File: src/design/ril_pkg.sv
// Shared types, constants and command/status structs for the ranked insertion list.
// Used by ril_ctrl, ril_datapath and ranked_insertion_list_unit.
`default_nettype none
package ril_pkg;

    // Table geometry
    localparam int ENTRIES   = 256;
    localparam int ID_BITS   = 16;
    localparam int ADDR_W    = $clog2(ENTRIES);
    localparam int CNT_W     = $clog2(ENTRIES + 1);

    // Port field widths
    localparam int CMD_W     = 2;
    localparam int PID_W     = 16;
    localparam int LOGIN_W   = 32;
    localparam int PCT_W     = 14;
    localparam int RANK_W    = 9;
    localparam int STAT_W    = 2;
    localparam int COUNT_W   = 9;

    // Identifier bits actually kept
    localparam int ID_W      = (ID_BITS < PID_W) ? ID_BITS : PID_W;

    localparam logic [PCT_W-1:0] PERCENT_MAX = PCT_W'(10000);

    typedef enum logic [CMD_W-1:0] {
        CMD_CLEAR  = 2'd0,
        CMD_INSERT = 2'd1,
        CMD_FIND   = 2'd2,
        CMD_READ   = 2'd3
    } t_cmd;

    typedef enum logic [STAT_W-1:0] {
        ST_OK        = 2'd0,
        ST_FULL      = 2'd1,
        ST_NOT_FOUND = 2'd2,
        ST_RANGE     = 2'd3
    } t_status;

    typedef struct packed {
        logic [ID_W-1:0]    id;
        logic [LOGIN_W-1:0] login;
        logic [PCT_W-1:0]   pct;
    } t_entry;

    // Read address source
    typedef enum logic [2:0] {
        RA_LAST,     // count - 1
        RA_IDX_DEC2, // idx - 2
        RA_ZERO,
        RA_IDX_INC,  // idx + 1
        RA_WANT      // requested rank - 1
    } t_rd_sel;

    // Scan index update
    typedef enum logic [2:0] {
        IX_HOLD,
        IX_COUNT,
        IX_ZERO,
        IX_DEC,
        IX_INC
    } t_idx_op;

    typedef enum logic [1:0] {
        CN_HOLD,
        CN_CLEAR,
        CN_INC
    } t_cnt_op;

    typedef enum logic [1:0] {
        RK_ZERO,
        RK_IDX_INC,
        RK_WANT
    } t_rank_sel;

    // Controller -> datapath
    typedef struct packed {
        logic      capture;
        logic      rd_en;
        t_rd_sel   rd_sel;
        logic      wr_en;
        logic      wr_new;     // 1: write the new record, 0: move the record just read
        t_idx_op   idx_op;
        t_cnt_op   cnt_op;
        logic      pend_en;
        t_status   pend_status;
        t_rank_sel pend_rank;
        logic      pend_entry;
        logic      out_load;
    } t_dp_cmd;

    // Datapath -> controller
    typedef struct packed {
        t_cmd op;
        logic count_zero;
        logic full;
        logic want_ok;
        logic stop;       // record read ranks above the new one
        logic match;      // record read holds the wanted identifier
        logic last;       // scan index is the last held record
        logic idx_one;
    } t_dp_stat;

endpackage
`default_nettype wire

File: src/design/ril_ctrl.sv
// Controller: sequences clear, insert, find and read requests over the datapath.
// Depends on ril_pkg; drives ril_datapath through t_dp_cmd.
`default_nettype none
module ril_ctrl (
    input  wire logic              i_clk,
    input  wire logic              i_rst_n,
    input  wire logic              i_in_valid,
    output logic                   o_in_ready,
    output logic                   o_out_valid,
    input  wire logic              i_out_ready,
    input  wire ril_pkg::t_dp_stat i_stat,
    output ril_pkg::t_dp_cmd       o_cmd
);
    import ril_pkg::*;

    typedef enum logic [2:0] {
        S_IDLE,
        S_DECODE,
        S_INSERT,
        S_PLACE,
        S_FIND,
        S_READ,
        S_DONE
    } t_state;

    t_state r_state, n_state;
    logic   r_out_valid, n_out_valid;
    logic   slot_free;

    assign slot_free = !r_out_valid || i_out_ready;

    // Next state and datapath commands
    always_comb begin
        n_state           = r_state;
        n_out_valid       = r_out_valid && !i_out_ready;
        o_cmd             = '0;
        o_cmd.rd_sel      = RA_ZERO;
        o_cmd.idx_op      = IX_HOLD;
        o_cmd.cnt_op      = CN_HOLD;
        o_cmd.pend_status = ST_OK;
        o_cmd.pend_rank   = RK_ZERO;

        unique case (r_state)
            S_IDLE: begin
                if (i_in_valid) begin
                    o_cmd.capture = 1'b1;
                    n_state       = S_DECODE;
                end
            end
            S_DECODE: begin
                unique case (i_stat.op)
                    CMD_CLEAR: begin
                        o_cmd.cnt_op  = CN_CLEAR;
                        o_cmd.pend_en = 1'b1;
                        n_state       = S_DONE;
                    end
                    CMD_INSERT: begin
                        if (i_stat.full) begin
                            o_cmd.pend_en     = 1'b1;
                            o_cmd.pend_status = ST_FULL;
                            n_state           = S_DONE;
                        end else if (i_stat.count_zero) begin
                            o_cmd.idx_op = IX_ZERO;
                            n_state      = S_PLACE;
                        end else begin
                            o_cmd.idx_op = IX_COUNT;
                            o_cmd.rd_en  = 1'b1;
                            o_cmd.rd_sel = RA_LAST;
                            n_state      = S_INSERT;
                        end
                    end
                    CMD_FIND: begin
                        if (i_stat.count_zero) begin
                            o_cmd.pend_en     = 1'b1;
                            o_cmd.pend_status = ST_NOT_FOUND;
                            n_state           = S_DONE;
                        end else begin
                            o_cmd.idx_op = IX_ZERO;
                            o_cmd.rd_en  = 1'b1;
                            o_cmd.rd_sel = RA_ZERO;
                            n_state      = S_FIND;
                        end
                    end
                    CMD_READ: begin
                        if (i_stat.want_ok) begin
                            o_cmd.rd_en  = 1'b1;
                            o_cmd.rd_sel = RA_WANT;
                            n_state      = S_READ;
                        end else begin
                            o_cmd.pend_en     = 1'b1;
                            o_cmd.pend_status = ST_RANGE;
                            n_state           = S_DONE;
                        end
                    end
                    default: n_state = S_IDLE;
                endcase
            end
            // Walk down from the end, moving each lower-ranked record up one slot
            S_INSERT: begin
                if (i_stat.stop) begin
                    n_state = S_PLACE;
                end else begin
                    o_cmd.wr_en  = 1'b1;
                    o_cmd.idx_op = IX_DEC;
                    if (i_stat.idx_one) begin
                        n_state = S_PLACE;
                    end else begin
                        o_cmd.rd_en  = 1'b1;
                        o_cmd.rd_sel = RA_IDX_DEC2;
                    end
                end
            end
            S_PLACE: begin
                o_cmd.wr_en     = 1'b1;
                o_cmd.wr_new    = 1'b1;
                o_cmd.cnt_op    = CN_INC;
                o_cmd.pend_en   = 1'b1;
                o_cmd.pend_rank = RK_IDX_INC;
                n_state         = S_DONE;
            end
            // Linear search from rank 1, one record per cycle
            S_FIND: begin
                if (i_stat.match) begin
                    o_cmd.pend_en   = 1'b1;
                    o_cmd.pend_rank = RK_IDX_INC;
                    n_state         = S_DONE;
                end else if (i_stat.last) begin
                    o_cmd.pend_en     = 1'b1;
                    o_cmd.pend_status = ST_NOT_FOUND;
                    n_state           = S_DONE;
                end else begin
                    o_cmd.idx_op = IX_INC;
                    o_cmd.rd_en  = 1'b1;
                    o_cmd.rd_sel = RA_IDX_INC;
                end
            end
            S_READ: begin
                o_cmd.pend_en    = 1'b1;
                o_cmd.pend_rank  = RK_WANT;
                o_cmd.pend_entry = 1'b1;
                n_state          = S_DONE;
            end
            // Hand the result over once the output register is free
            S_DONE: begin
                if (slot_free) begin
                    o_cmd.out_load = 1'b1;
                    n_out_valid    = 1'b1;
                    n_state        = S_IDLE;
                end
            end
            default: n_state = S_IDLE;
        endcase
    end

    // State and registered outputs
    always_ff @(posedge i_clk) begin
        if (!i_rst_n) begin
            r_state     <= S_IDLE;
            r_out_valid <= 1'b0;
        end else begin
            r_state     <= n_state;
            r_out_valid <= n_out_valid;
        end
    end

    assign o_in_ready  = (r_state == S_IDLE);
    assign o_out_valid = r_out_valid;

endmodule
`default_nettype wire

File: config.mk
export PLATFORM = sky130hd
export DESIGN_NAME = ril_ctrl
export DESIGN_NICKNAME = d
export VERILOG_FILES = /design/src/design/ril_pkg.sv /design/src/design/ril_ctrl.sv
export SDC_FILE = /design/constraint.sdc
export NUM_CORES = 1
export LEC_CHECK = 0
export ABC_AREA = 1
export BUFFER_PORTS_ARGS = -buffer_cell sky130_fd_sc_hd__clkbuf_2
export CAP_MARGIN = 20
export CORE_MARGIN = 8
export CORE_UTILIZATION = 40
export DETAILED_ROUTE_END_ITERATION = 6
export HOLD_SLACK_MARGIN = 0.03
export PLACE_DENSITY = 0.75
export SYNTH_ARGS = -nofsm -noshare
export SYNTH_HDL_FRONTEND = slang
export SYNTH_SLANG_ARGS = --single-unit
File: constraint.sdc
create_clock -name i_clk -period 1.1 [get_ports i_clk]
set_input_delay 0.22 -clock i_clk [delete_from_list [all_inputs] [get_ports i_clk]]
set_output_delay 0.22 -clock i_clk [all_outputs]
set_load 0.005 [all_outputs]
* Word-level counts from Yosys, hierarchy flattened
Index checks and enable logic that the tools add are counted.
Widths: inputs -> output; s select.
** Storage, ports and cells
- Bits of input ports :: 13
- Logic and storage cells :: 76
- Output and inout bits :: 21
- Register bits after elaboration :: 4
** Cells by class
- Muxes and demuxes :: 53
- Reduce and logical (&&, ||, !) cells :: 8
- Equality and inequality tests :: 13
** Operators with widths (number)
- $mux 3 :: 13
- $mux 4 :: 7
- $pmux 4 s3 :: 2
- $pmux 3 s6 :: 1
- $mux 2 :: 7
- $mux 1 :: 12
- $pmux 2 s2 :: 3
- $pmux 2 s3 :: 2
- $pmux 3 s4 :: 1
- $eq 3x3->1 const B :: 3
- $pmux 3 s3 :: 1
- $eq 3x2->1 const B :: 2
- $ne 3x3->1 const B :: 2
- $mux 5 :: 1
- $eq 2x2->1 const B :: 2
- $ne 2x2->1 const B :: 2
- $pmux 1 s4 :: 1
- $reduce_and 4->1 :: 1
- $eq 3x1->1 const B :: 1
- $logic_not 3->1 :: 1
- $pmux 1 s3 :: 1
- $eq 2x1->1 const B :: 1
- $logic_not 1->1 :: 2
- $logic_not 2->1 :: 1
- 4 further kinds :: 4

* Logic depth before layout (Yosys ltp)
Gate-level depths: netlist of the first run.
- Depth after elaboration :: 4
- Depth in mapped cells :: 10
- Depth with buffers taken out :: 10

* Worst setup path before layout of the first run
Ideal clock, no wire load.
- Kind :: reg-to-output
- Start point :: reg r_state[1]
- End point :: out o_cmd[4] (netlist name)
- Required time :: 880 ps
- Path buffers :: 0
- Stages on the path, launching flop included :: 6
- Data arrival time :: 926 ps
- Slack :: -46 ps
- Cell sequence :: dfxtp_1 > inv_2 > nand2_2 > nor2_4 > inv_2 > nor3_1
** RTL lines
- start: declaration :: line ril_ctrl.sv:26 : t_state r_state, n_state;
- start signal: assignment :: line ril_ctrl.sv:161 : r_state <= n_state;
- end: declaration :: line ril_ctrl.sv:12 : output ril_pkg::t_dp_cmd o_cmd

==> impl_metrics.yaml, run 1 <==
status:
  outcome: "complete, but fails checks"
  violations: "negative setup slack"
sta:
  slew_headroom_pct: 80.2
  hold_viol: 0
  hold_slack_ns: 0.243
  postLayoutSetupSlackWorst_ns: -0.410
  finalCritPeriodShare_pct: 137
  setup_viol: 23
  skew_ns: 0.00867
  worst_slew_pin_slew_ns: 0.296
  rsz0062_at_grt: "yes"
  fmax_ghz: 0.662
  post-route-min-period_ns: 1.51
  slew_violations: 0
synthesis:
  yosysWarningCount: 0
  synth_edf_count: 0
  avgSynthCellArea_sq_um: 5.64
  synth-seq-cells: 4
  synthXorXnorAreaFrac_pct: 0
  ys_types: 21
  synth_area_sq_um: 671
  ys_top_cells_by_area: "nand2_1 16%, dfxtp_1 12%, ha_1 11%"
  synth_top_family_by_area: "simple AND/OR/NAND/NOR gates"
  synthCells: 119
  synthFlopType: "dfxtp_1"
  synthArstFlopShare_pct: 0
  yosys.area_share.simple_pct: 45.7
  synth_most_common_cell: "nand2_1"
  synth_mux_area_share_pct: 0
  synthAdderAreaFrac_pct: 11.2
  synth_common_cells: "28 x nand2_1, 18 x inv_1, 18 x nor2_1"
  synth_seq_area_share_pct: 11.9
  synth_top_area_share_pct: 15.7
  synth_top_area_cell: "nand2_1"
  syn_nets: 138
  synth-compound-area-share_pct: 13.2
die:
  io_pins: 34
  die_area_sq_um: 3240
  core_sq_um: 1540
  num_rows: 14
  die_y_um: 56.9
  start_util_pct: 43.5
  die_x_um: 56.9
clock_tree:
  htreeDepth: 1
  numCtsBuffers: 3
  path_clk_slew_ns: 0.04
  clk_latency_ns: 0.24
  root_buffer: "clkbuf_4"
  cts_buffer_depth: 2
  cts_tree: "built"
  cts.sinks: 4
routing:
  via_per_inst: 5.00
  drt_pre_antenna_iters: 4
  drtAntennaViolNets: 0
  drt_iter0_drc: 23
  vias: 990
  wl_per_cell_um: 13.8
  drc: 0
  finalWirelength_um: 2740
power_and_ir_drop:
  powerDensity_nw_per_um2: 1960
  vdd_drop_max_mv: 1.20
  leakage_nw: 0.708
critical_path:
  startpoint: "r_state[2]"
  cp_data_arrival_time_ns: 1.29
  reg2reg_slack_ns: -0.19
  crit_type: "reg2out"
  cp_data_required_time_ns: 0.88
  worst_setup_path_end_kind: "output port"
  rr_endpoint: "r_state[1]"
  r2r-start: "r_state[1]"
  r2r_cells: 9
  cp-start-kind: "flop"
  critPathCapture: "o_cmd[17]"
  cp_max_fo: 5
flow_run:
  cap_violations: 0
global_routing:
  grt_use_total_pct: 14.6
  grt_overflow_total: 0
  grt_pass1_wl_um: 4050
  grt_max_degree: 9
  antenna_found_initial: 0
  grt_pass1_vias: 982
finish:
  num-fill-cells: 125
  final_net_count: 203
  utilization_pct: 80.5
  areaGrowthSynthToFinish_pct: 85.1
  diodes: 0
  drive_gt1_share_pct: 56.6
hold_path:
  worstHoldStart: "i_rst_n"
  hold_class: "in2reg"
placed_design:
  port_buffers: 33
  hpwlAfterDp_um: 1960
  dp_slack_ns: -0.336
  place_congestion: 0.967
-- placed cells by master (no fill, tap or decap), types with 4 or more instances in the layout --
cell type	count
buf_2	7
buf_4	26
buf_6	7
clkbuf_2	24
ha_1	4
inv_1	14
inv_2	5
nand2_1	26
nand3_1	5
nand3_2	4
nor2_1	15
nor2_4	4
o21ai_1	6
-- worst min path at each step --
| stage | end | cells past startpoint |
|---|---|---|
| floorplan | r_state[1] | 2 |
| global placement | o_out_valid | 2 |
| detailed placement | r_state[1] | 3 |
| CTS | r_state[1] | 3 |
| global route | r_state[1] | 3 |
| finish | r_state[1] | 3 |
-- report_power, final --
| group | leakage [nW] | internal, W | switching (W) |
|---|---|---|---|
| sequential | 0.0348 | 0.000230 | 0.000141 |
| clock | 0.0138 | 0.000122 | 0.0000643 |
| combinational | 0.659 | 0.000926 | 0.000951 |
-- cells by family (layout without fill, tap and decap cells) --
kind of cell | count (synthesis) | count (layout)
simple gates | 67 | 67
buf+inv | 26 | 89
compound gates | 16 | 16
fa+ha+maj | 6 | 6
flops | 4 | 4
-- cell type report --
cell class / instances / area [sq um] / area share (%)
clock buffers: 3 / 22.5 / 1.81
inverters: 22 / 92.6 / 7.46
multi-input cells: 89 / 586 / 47.2
flip-flops and latches: 4 / 91.3 / 7.36
well taps: 16 / 20.0 / 1.61
repair buffers: 64 / 429 / 34.6
-- metrics by stage --
stage | setup TNS [ns] | instance area, sq um | power, W | std cells
floorplan | -0.0217 | 681 | 0.00104 | 119
global placement | -3.83 | 1020 | 0.00162 | 190
detailed placement | -4.27 | 1020 | 0.00166 | 190
CTS | -6.34 | 1080 | 0.00197 | 194
global route | -8.04 | 1240 | 0.00262 | 198
finish | -6.57 | 1240 | 0.00244 | 198
-- critical path: stages, from the launching register on --
cell      delay [ns]
dfxtp_4         0.37
buf_6           0.12
nor2_4          0.17
buf_4           0.14
a31o_2          0.14
clkbuf_2        0.10
-- metal layers --
layer | vias up | global-route usage (%) | share of wire [%]
met5 | - | 0 | 0
met4 | 0 | 4.70 | 0.77
met3 | 2 | 5.31 | 7.2
met2 | 37 | 27.1 | 52
met1 | 444 | 14.7 | 40
li1 | 507 | - | -
-- registers in the layout, indices dropped and copies added, names as in the netlist --
| name | flops |
|---|---|
| o_out_valid | 1 |
| r_state | 3 |
-- repair_timing --
item / CTS / global route
endpoints found under the setup margin: 23 / 23
resized for setup: 12 / 42
hold buffers: 0 / 0
setup buffers: 1 / 5
pin swaps: 2 / 15
No activity file was read; power rests on OpenSTA's default activity.
==> inputs of run 2 (changes only) <==
--- a/config.mk
+++ b/config.mk
@@ -5,14 +5,13 @@
 export SDC_FILE = /design/constraint.sdc
 export NUM_CORES = 1
 export LEC_CHECK = 0
-export ABC_AREA = 1
 export BUFFER_PORTS_ARGS = -buffer_cell sky130_fd_sc_hd__clkbuf_2
 export CAP_MARGIN = 20
 export CORE_MARGIN = 8
 export CORE_UTILIZATION = 40
 export DETAILED_ROUTE_END_ITERATION = 6
 export HOLD_SLACK_MARGIN = 0.03
-export PLACE_DENSITY = 0.75
+export PLACE_DENSITY = 0.73
 export SYNTH_ARGS = -nofsm -noshare
 export SYNTH_HDL_FRONTEND = slang
 export SYNTH_SLANG_ARGS = --single-unit
==> run 2 against run 1 <==
The run still ends with negative setup slack left. Final cell count shrank 11%. Worst hold slack lost 0.036 ns. Via count grew 3.9%. Total power grew 18%. Sequential power shrank 16%. Fmax shrank 13%. Synthesized cell count shrank 21%. Sequential cell count is the same.
==> impl_metrics.yaml, run 2 <==
placed_design:
  port_buffers: 33
  dp_slack_ns: -0.394
  hpwlAfterDp_um: 1850
  dpl-instance-area_sq_um: 1020
  place_congestion: 0.827
critical_path:
  crit_buf_inv: 1
  cp_data_required_time_ns: 0.88
  max_stage_delay_ns: 0.56
  cp_max_fo: 4
  cp_data_arrival_time_ns: 1.52
  cp_slowest_cell: "or4b_4"
  crit_type: "reg2out"
  cp-start-kind: "flop"
  path_delay_family: "simple AND/OR/NAND/NOR gates"
  worst_setup_path_end_kind: "output port"
  path_cells: "or4b_4 -> o22ai_4 -> a21o_1 -> buf_2"
sta:
  setup_viol: 24
  postLayoutSetupSlackWorst_ns: -0.636
  rsz0062_at_grt: "yes"
  hold_slack_ns: 0.208
  fmax_ghz: 0.576
  slew_violations: 0
  skew_ns: 0.000190
  finalCritPeriodShare_pct: 158
  slew_headroom_pct: 71.5
  hold_viol: 0
  post-route-min-period_ns: 1.74
  worst_slew_pin_slew_ns: 0.422
routing:
  vias: 1029
  via_per_inst: 5.85
  drc: 0
  finalWirelength_um: 3250
  wl_per_cell_um: 18.5
  drt_pre_antenna_iters: 4
  drt_iter0_drc: 47
  drtAntennaViolNets: 0
die:
  start_util_pct: 42.7
  die_area_sq_um: 3170
  die_x_um: 56.3
  num_rows: 14
  io_pins: 34
  die_y_um: 56.3
  core_sq_um: 1520
finish:
  multi_input_area_sq_um: 639
  utilization_pct: 84.2
  largest_reg_flops: 3
  final_cell_mix: "27 x buf_4, 20 x clkbuf_2, 12 x buf_6"
  regArea_sq_um: 88.8
  top_register: "r_state"
  num-fill-cells: 97
  diodes: 0
  final_net_count: 181
  design_area_sq_um: 1280
  final_common_cell: "buf_4"
  drive_gt1_share_pct: 63.1
  areaGrowthSynthToFinish_pct: 97.3
synthesis:
  synth_common_cells: "12 x nor2_1, 8 x nand2_1, 7 x o21ai_0"
  synthCells: 94
  synth_seq_area_share_pct: 12.3
  avgSynthCellArea_sq_um: 6.92
  yosysWarningCount: 0
  synth_area_sq_um: 651
  synth_edf_count: 0
  synth_top_area_share_pct: 12.3
  synth_most_common_cell: "nor2_1"
  synth_top_area_cell: "dfxtp_1"
  ys_types: 38
  synthArstFlopShare_pct: 0
  ys_top_cells_by_area: "dfxtp_1 12%, ha_1 12%, nor2_1 6.9%"
  syn_nets: 113
  synthFlopType: "dfxtp_1"
  synth-seq-cells: 4
clock_tree:
  root_buffer: "clkbuf_4"
  cts.sinks: 4
  path_clk_slew_ns: 0.04
  cts_buffer_depth: 2
  htreeDepth: 1
  cts_tree: "built"
  hold_buffers: 0
  clk_latency_ns: 0.24
  numCtsBuffers: 3
global_routing:
  antenna_found_initial: 0
  grt_overflow_total: 0
  grt_pass1_vias: 931
  grt_max_degree: 9
  use_met2_pct: 28.8
  met1_usage_pct: 16.1
  grt_use_total_pct: 15.3
  grt_pass1_wl_um: 4180
  busiest_layer: "met2"
  grt_util_met3_pct: 4.04
power_and_ir_drop:
  leakage_nw: 0.641
  vdd_drop_max_mv: 1.37
  powerDensity_nw_per_um2: 2240
  power_frac_comb_pct: 82.1
  pwr-share-clk_pct: 7.0
  pwr-share-seq_pct: 10.8
  p_sw_w: 0.00130
  netSwitchingFraction_pct: 45.2
  p_int_w: 0.00158
status:
  outcome: "complete, but fails checks"
  violations: "negative setup slack"
flow_run:
  cap_violations: 0
hold_path:
  hold_class: "in2reg"
-- run 2: changes by cell type after synthesis, moves of 3 or more --
cell and delta:
inv_2 -4, nand3_1 -8, nand2b_1 +5, nor2_1 -6, nand2_1 -20, or3_1 +3
clkbuf_1 +4, inv_1 -12
-- run 2: through the flow --
stage	cells	setup TNS, ns	power, W
after CTS	170	-9.57	0.00237
after global placement	160	-4.95	0.00183
after global routing	176	-11.49	0.00304
after floorplan	94	-1.72	0.00126
after detailed placement	160	-5.33	0.00186
final	176	-10.83	0.00288
-- run 2: layout make-up --
class                           instances  area share [%]
Multi-Input combinational cell         78            49.8
Timing Repair Buffer                   69            38.0
Sequential cell                         4            6.92
Inverter                                6            1.95
Clock buffer                            3            1.75
Tap cell                               16            1.56
-- run 2: metal layers --
metal	up-vias	part of all wire (%)
li1	473	-
met1	490	36
met2	52	53
met3	14	6.5
met4	0	4.1
met5	-	0
-- run 2: power groups by stage --
stage               clock [W]  combinational [W]  sequential, W
floorplan                   0           0.000990       0.000267
global placement            0            0.00156       0.000269
detailed placement          0            0.00159       0.000274
CTS                  0.000196            0.00189       0.000287
global route         0.000220            0.00251       0.000310
finish               0.000203            0.00237       0.000311
-- run 2: path summary, 6_finish.rpt --
kind	start	end	slack, ns	depth (start not counted)
worst max-delay path	r_state[0]	o_cmd[17]	-0.64	4
worst min-delay path	i_rst_n	r_state[1]	0.21	2
worst max register to register	r_state[0]	r_state[2]	-0.52	5
worst min register to register	r_state[2]	r_state[0]	0.64	2
-- run 2: kinds of logic (layout without fill, tap and decap cells) --
kind of cell / after synthesis / in the layout / share of synthesized area [%]
and+or+nand+nor: 47 / 47 / 39.6
adders and majority gates: 6 / 6 / 11.5
muxes: 1 / 1 / 1.54
AOI/OAI and AO/OA: 24 / 24 / 26.9
DFF: 4 / 4 / 12.3
buffers and inverters: 12 / 78 / 8.08
-- run 2: worst register-to-register path: stages (launching register included) --
cell	delay, ns
dfxtp_2	0.34
or4b_4	0.56
o22ai_4	0.17
buf_4	0.16
nor2_2	0.05
a221oi_2	0.25
-- run 2: what timing repair did --
action	4_1_cts	5_1_grt
setup buffers	7	7
endpoints found under the setup margin	23	24
hold endpoints to repair	0	0
gates cloned	0	0
pin swaps	4	9
resized for setup	13	33
